File: src/vbm_pkg.sv
// vbm_pkg: constants, types and codes for the 3d box mean filter
// used by every file of the block but vbm_ram, no dependencies

package vbm_pkg;

  localparam int MAX_X      = 128;
  localparam int MAX_Y      = 128;
  localparam int MAX_Z      = 4096;
  localparam int MAX_HW     = 2;
  localparam int PIXEL_BITS = 16;

  localparam int X_W   = $clog2(MAX_X);
  localparam int Y_W   = $clog2(MAX_Y);
  localparam int Z_W   = $clog2(MAX_Z);
  localparam int SX_W  = X_W + 1;
  localparam int SY_W  = Y_W + 1;
  localparam int SZ_W  = Z_W + 1;
  localparam int HW_W  = $clog2(MAX_HW + 1);
  localparam int SXY_W = X_W + Y_W + 1;
  localparam int LIN_W = X_W + Y_W + Z_W;
  localparam int TOT_W = LIN_W + 1;
  localparam int LAG_W = SXY_W + HW_W;

  localparam int STORE_DEPTH = (2 * MAX_HW + 1) * MAX_X * MAX_Y;
  localparam int ADDR_W      = $clog2(STORE_DEPTH);
  localparam int OFF_W       = ADDR_W + 1;

  localparam int CUBE_N = (2 * MAX_HW + 1) * (2 * MAX_HW + 1) * (2 * MAX_HW + 1);
  localparam int N_W    = $clog2(CUBE_N + 1);
  localparam int SUM_W  = PIXEL_BITS + N_W;

  localparam int CFG_W     = SZ_W;
  localparam int CFG_IDX_W = 3;
  localparam int NUM_REGS  = 5;

  localparam int RST_HW = 1;
  localparam int RST_SX = 128;
  localparam int RST_SY = 128;
  localparam int RST_SZ = 128;

  localparam logic REQ_VOXEL = 1'b0;
  localparam logic REQ_DRAIN = 1'b1;

  typedef enum logic [CFG_IDX_W-1:0] {
    REG_HALF_WIDTH  = 3'd0,
    REG_SIZE_X      = 3'd1,
    REG_SIZE_Y      = 3'd2,
    REG_SIZE_Z      = 3'd3,
    REG_BINARY_MODE = 3'd4
  } cfg_reg_t;

  typedef enum logic [2:0] {
    S_IDLE,
    S_SETUP,
    S_OFFS,
    S_READ,
    S_DIV,
    S_OUT
  } state_t;

  typedef struct packed {
    logic [SUM_W-1:0] quot;
    logic [N_W-1:0]   rem;
  } div_res_t;

endpackage

File: src/vbm_div.sv
// vbm_div: restoring divider, one quotient bit per cycle
// depends on vbm_pkg

module vbm_div (
  input  logic                    clk,
  input  logic                    rst,
  input  logic                    start,
  input  logic [vbm_pkg::SUM_W-1:0] dividend,
  input  logic [vbm_pkg::N_W-1:0]   divisor,
  output logic                    done,
  output vbm_pkg::div_res_t       res
);
  import vbm_pkg::*;

  localparam int CNT_W = $clog2(SUM_W + 1);

  logic [SUM_W-1:0] dq;
  logic [N_W-1:0]   rem;
  logic [N_W-1:0]   dv;
  logic [CNT_W-1:0] cnt;
  logic             busy;
  logic [N_W:0]     rem_sh;
  logic             ge;
  logic [N_W:0]     rem_nx;

  assign rem_sh = {rem, dq[SUM_W-1]};
  assign ge     = rem_sh >= {1'b0, dv};
  assign rem_nx = ge ? rem_sh - {1'b0, dv} : rem_sh;

  always_ff @(posedge clk) begin
    if (rst) begin
      busy <= 1'b0;
      done <= 1'b0;
      cnt  <= '0;
    end else begin
      done <= 1'b0;
      if (start) begin
        dq   <= dividend;
        rem  <= '0;
        dv   <= divisor;
        cnt  <= CNT_W'(SUM_W);
        busy <= 1'b1;
      end else if (busy) begin
        dq  <= {dq[SUM_W-2:0], ge};
        rem <= rem_nx[N_W-1:0];
        cnt <= cnt - CNT_W'(1);
        if (cnt == CNT_W'(1)) begin
          busy <= 1'b0;
          done <= 1'b1;
        end
      end
    end
  end

  assign res.quot = dq;
  assign res.rem  = rem;
endmodule

File: config.mk
export PLATFORM = sky130hd
export DESIGN_NAME = vbm_div
export DESIGN_NICKNAME = d
export VERILOG_FILES = /design/src/vbm_pkg.sv /design/src/vbm_div.sv
export SDC_FILE = /design/constraint.sdc
export NUM_CORES = 1
export LEC_CHECK = 0
export BUFFER_PORTS_ARGS = -buffer_cell sky130_fd_sc_hd__buf_4
export CAP_MARGIN = 20
export CORE_ASPECT_RATIO = 1.4
export CORE_MARGIN = 3
export CORE_UTILIZATION = 45
export DETAILED_ROUTE_END_ITERATION = 6
export GPL_ROUTABILITY_DRIVEN = 0
export PLACE_DENSITY = 0.68
export SLEW_MARGIN = 20
export SYNTH_ARGS = -nofsm -noshare
export SYNTH_HDL_FRONTEND = slang
export SYNTH_SLANG_ARGS = --single-unit
File: constraint.sdc
create_clock -name clk -period 4.7 [get_ports clk]
set_input_delay 0.47 -clock clk [delete_from_list [all_inputs] [get_ports clk]]
set_output_delay 0.47 -clock clk [all_outputs]
set_load 0.005 [all_outputs]
==> summary.txt <==
Clocking
  – Post-CTS sizing: 0
  – CTS Sinks: 44
  – Latest clock arrival within the worst-skew pair: 0.29 ns
  – TritonCTS clock tree: yes
  – Setup Fix Bufs, Post-CTS: 0
  – Clk root buf: clkbuf_8
  – H-tree levels: 2
  – Worst-path clk slew: 0.08 ns
  – Num CTS Buffers: 5
  – Max clock buf depth: 2
  – Hold Buf Count CTS: 0

Logic synthesis
  – Mapped cell area: 0.002195 mm²
  – Yosys warnings: 0
  – Post-synthesis adder-cell area fraction: 6.043%
  – Post-synthesis xor/xnor area fraction: 2.395%
  – Distinct cells, synth: 39
  – Synth top area cells: edfxtp_1 (51%), mux2_2 (12%), dfxtp_1 (6.4%), ha_1 (5.1%), a21oi_1 (2.7%)
  – Area share of the largest cell type after synthesis: 50.63%
  – Fraction of the yosys area taken by sequential cells: 57.01%
  – Post-Synthesis Cells: 172
  – Post-Synthesis Mean Instance Area: 12.76 µm²
  – Post-synth EDFFs: 37
  – Simple-gate share of the synthesized area: 7.868%
  – Synth Area in Compound Gates: 9.977%
  – #FFs+latches synth: 44
  – Top_reg_cell synth: edfxtp_1
  – Syn nets: 215
  – Main combinational cell family by area after synthesis: multiplexers
  – Post-synthesis mux area share: 12.77%
  – Synth area leader: edfxtp_1
  – Ys async rst share: 0%

Route
  – Wire per inst: 14.48 µm
  – Antenna-violating nets left: 0
  – Vias/cell: 5.234
  – 1st-pass router iterations: 4
  – DRT Wirelength: 4330 µm
  – Residual DRC: 0
  – Via Count: 1565
  – First DRT Iteration DRCs: 46

STA
  – F_max: 464.8 MHz
  – RSZ-0062 raised after global routing: no
  – Endpoints failing hold: 0
  – Slew @ Worst Pin: 0.6722 ns
  – Minimum clock period: 2.151 ns
  – Tcrit/Tclk final: 45.77%
  – Max transition margin: 55.02%
  – Final WS setup: 2.549 ns
  – Setup-failing EPs final: 0
  – TNS Setup: 0 ns
  – Skew final: 0.007578 ns
  – Slew Limit Fails: 0

Die
  – Starting density of the core: 47.62%
  – Chip Width: 65.02 µm
  – Core ar.: 0.004608 mm²
  – Die area: 0.005763 mm²
  – Row count: 29
  – IO Pins: 64
  – Chip Height: 88.63 µm

Final layout
  – # fillers: 404
  – Diodes inserted: 0
  – Sequential cell area: 0.001251 mm²
  – Post-layout net count: 279
  – P&R area growth vs syn: 27.71%
  – Share of cells above drive strength 1: 43.46%
  – Most common cell after layout, fill and taps aside: buf_4
  – Area of the multi-input gates: 859.6 µm²
  – Most frequent cells in the layout: buf_4 (64), edfxtp_1 (37), mux2_2 (23)
  – Final Non-Filler Cells: 299

Placement
  – Setup slack at placement: 2.568 ns
  – Post-Place Cells: 291
  – HPWL after DPL: 3263 µm
  – Port buffer count: 63

Setup path
  – CP delay by family, top: compound AO/OA/AOI/OAI gates
  – Startpoint types: flop
  – Worst endpoint required time: 4.82 ns
  – WP data arrival: 2.27 ns
  – CP Max Fanout: 7
  – Crit-path slowest cell: fa_1
  – CP peak stage delay: 0.39 ns
  – WP buf/inv: 1
  – Critical-path cell list: inv_1 > ha_1 > fa_1 > nand2b_2 > o2bb2ai_2 > a31oi_2 > nor3_1 > a211oi_1
  – CP endpoint kind: flop
  – Crit path kind: reg -> reg

Global routing
  – Initial antenna violation count: 0
  – First-pass GRT wire length: 7010 µm
  – Vias in the first global route: 1495
  – Tot GR Track Use: 15.87%
  – Remaining Overflow, GRT: 0
  – Pin count of the biggest net entering global routing: 34

Outcome
  – Status: finished clean

Flow run
  – Max cap viols: 0

Min path
  – HP Class: in -> reg

Pwr
  – Worst vdd ir: 0.0002133 V
  – Pwr Density: 319.4 mW/mm²
  – Leak: 1.130 nW
## layout make-up
class                      count  share of cell area, %
inverter                      14                  1.875
clock inverter                 1                 0.1786
sequential                    44                  44.64
timing repair buffer          64                  17.14
tap                           62                  2.768
multi-input combinational    107                  30.67
clock buffer                   7                  2.723
## cell families after synthesis
logic type / Yosys count
adder cells (fa/ha/maj): 10
AND/OR/NAND/NOR: 32
XOR/XNOR: 6
buffers and inverters: 21
AO/OA/AOI/OAI: 34
multiplexers: 25
flip-flops: 44
## power breakdown
group          switching, W  internal, W  total [W]
Sequential        0.0000186     0.000459   0.000478
Clock              0.000117     0.000104   0.000222
Combinational     0.0000916     0.000104   0.000195
## metrics by stage
stage | utilization, % | hold slack (ns) | power [W] | cell area, µm²
after floorplan | - | 0.5282 | 0.0006082 | 2195
after CTS | 60.82 | 0.3391 | 0.0009050 | 2803
after detailed placement | 59.06 | 0.5475 | 0.0006835 | 2721
final | 60.82 | 0.3509 | 0.0008951 | 2803
after global routing | 60.82 | 0.3327 | 0.0009467 | 2803
after global placement | 59.06 | 0.5525 | 0.0006824 | 2721
## flip-flops by register name (all words and copies together) (netlist names)
| name | flops |
|---|---|
| busy | 1 |
| cnt | 5 |
| dq | 23 |
| rem | 7 |
| done | 1 |
| dv | 7 |
## Yosys cell counts (all sizes together), types with 2 or more instances
cell type / count
dfxtp: 7
nand3: 5
nor3b: 2
a21oi: 12
nor4b: 2
edfxtp: 37
ha: 9
a211oi: 3
o21a: 2
mux2: 24
buf: 4
o22ai: 2
nor3: 4
inv: 14
nor2: 8
a31oi: 2
xnor2: 5
o21ai: 9
nand2: 4
clkbuf: 3
nor2b: 2
## final timing paths
check        startpoint  endpoint  slack (ns)  depth (start not counted)
min          divisor[5]     dv[5]        0.35                          1
max              dq[22]    rem[1]        2.55                          8
max reg2reg      dq[22]    rem[1]        2.55                          8
min reg2reg      cnt[3]    cnt[3]        0.57                          2
## metal layers
metal	vias up	GRT usage [%]	part of all wire (%)
li1	765	-	-
met1	736	18.78	42
met2	58	26.82	50
met3	6	5.591	7.0
met4	0	5.660	1.5
met5	-	0	0
Power figures use the tool's default switching activity.
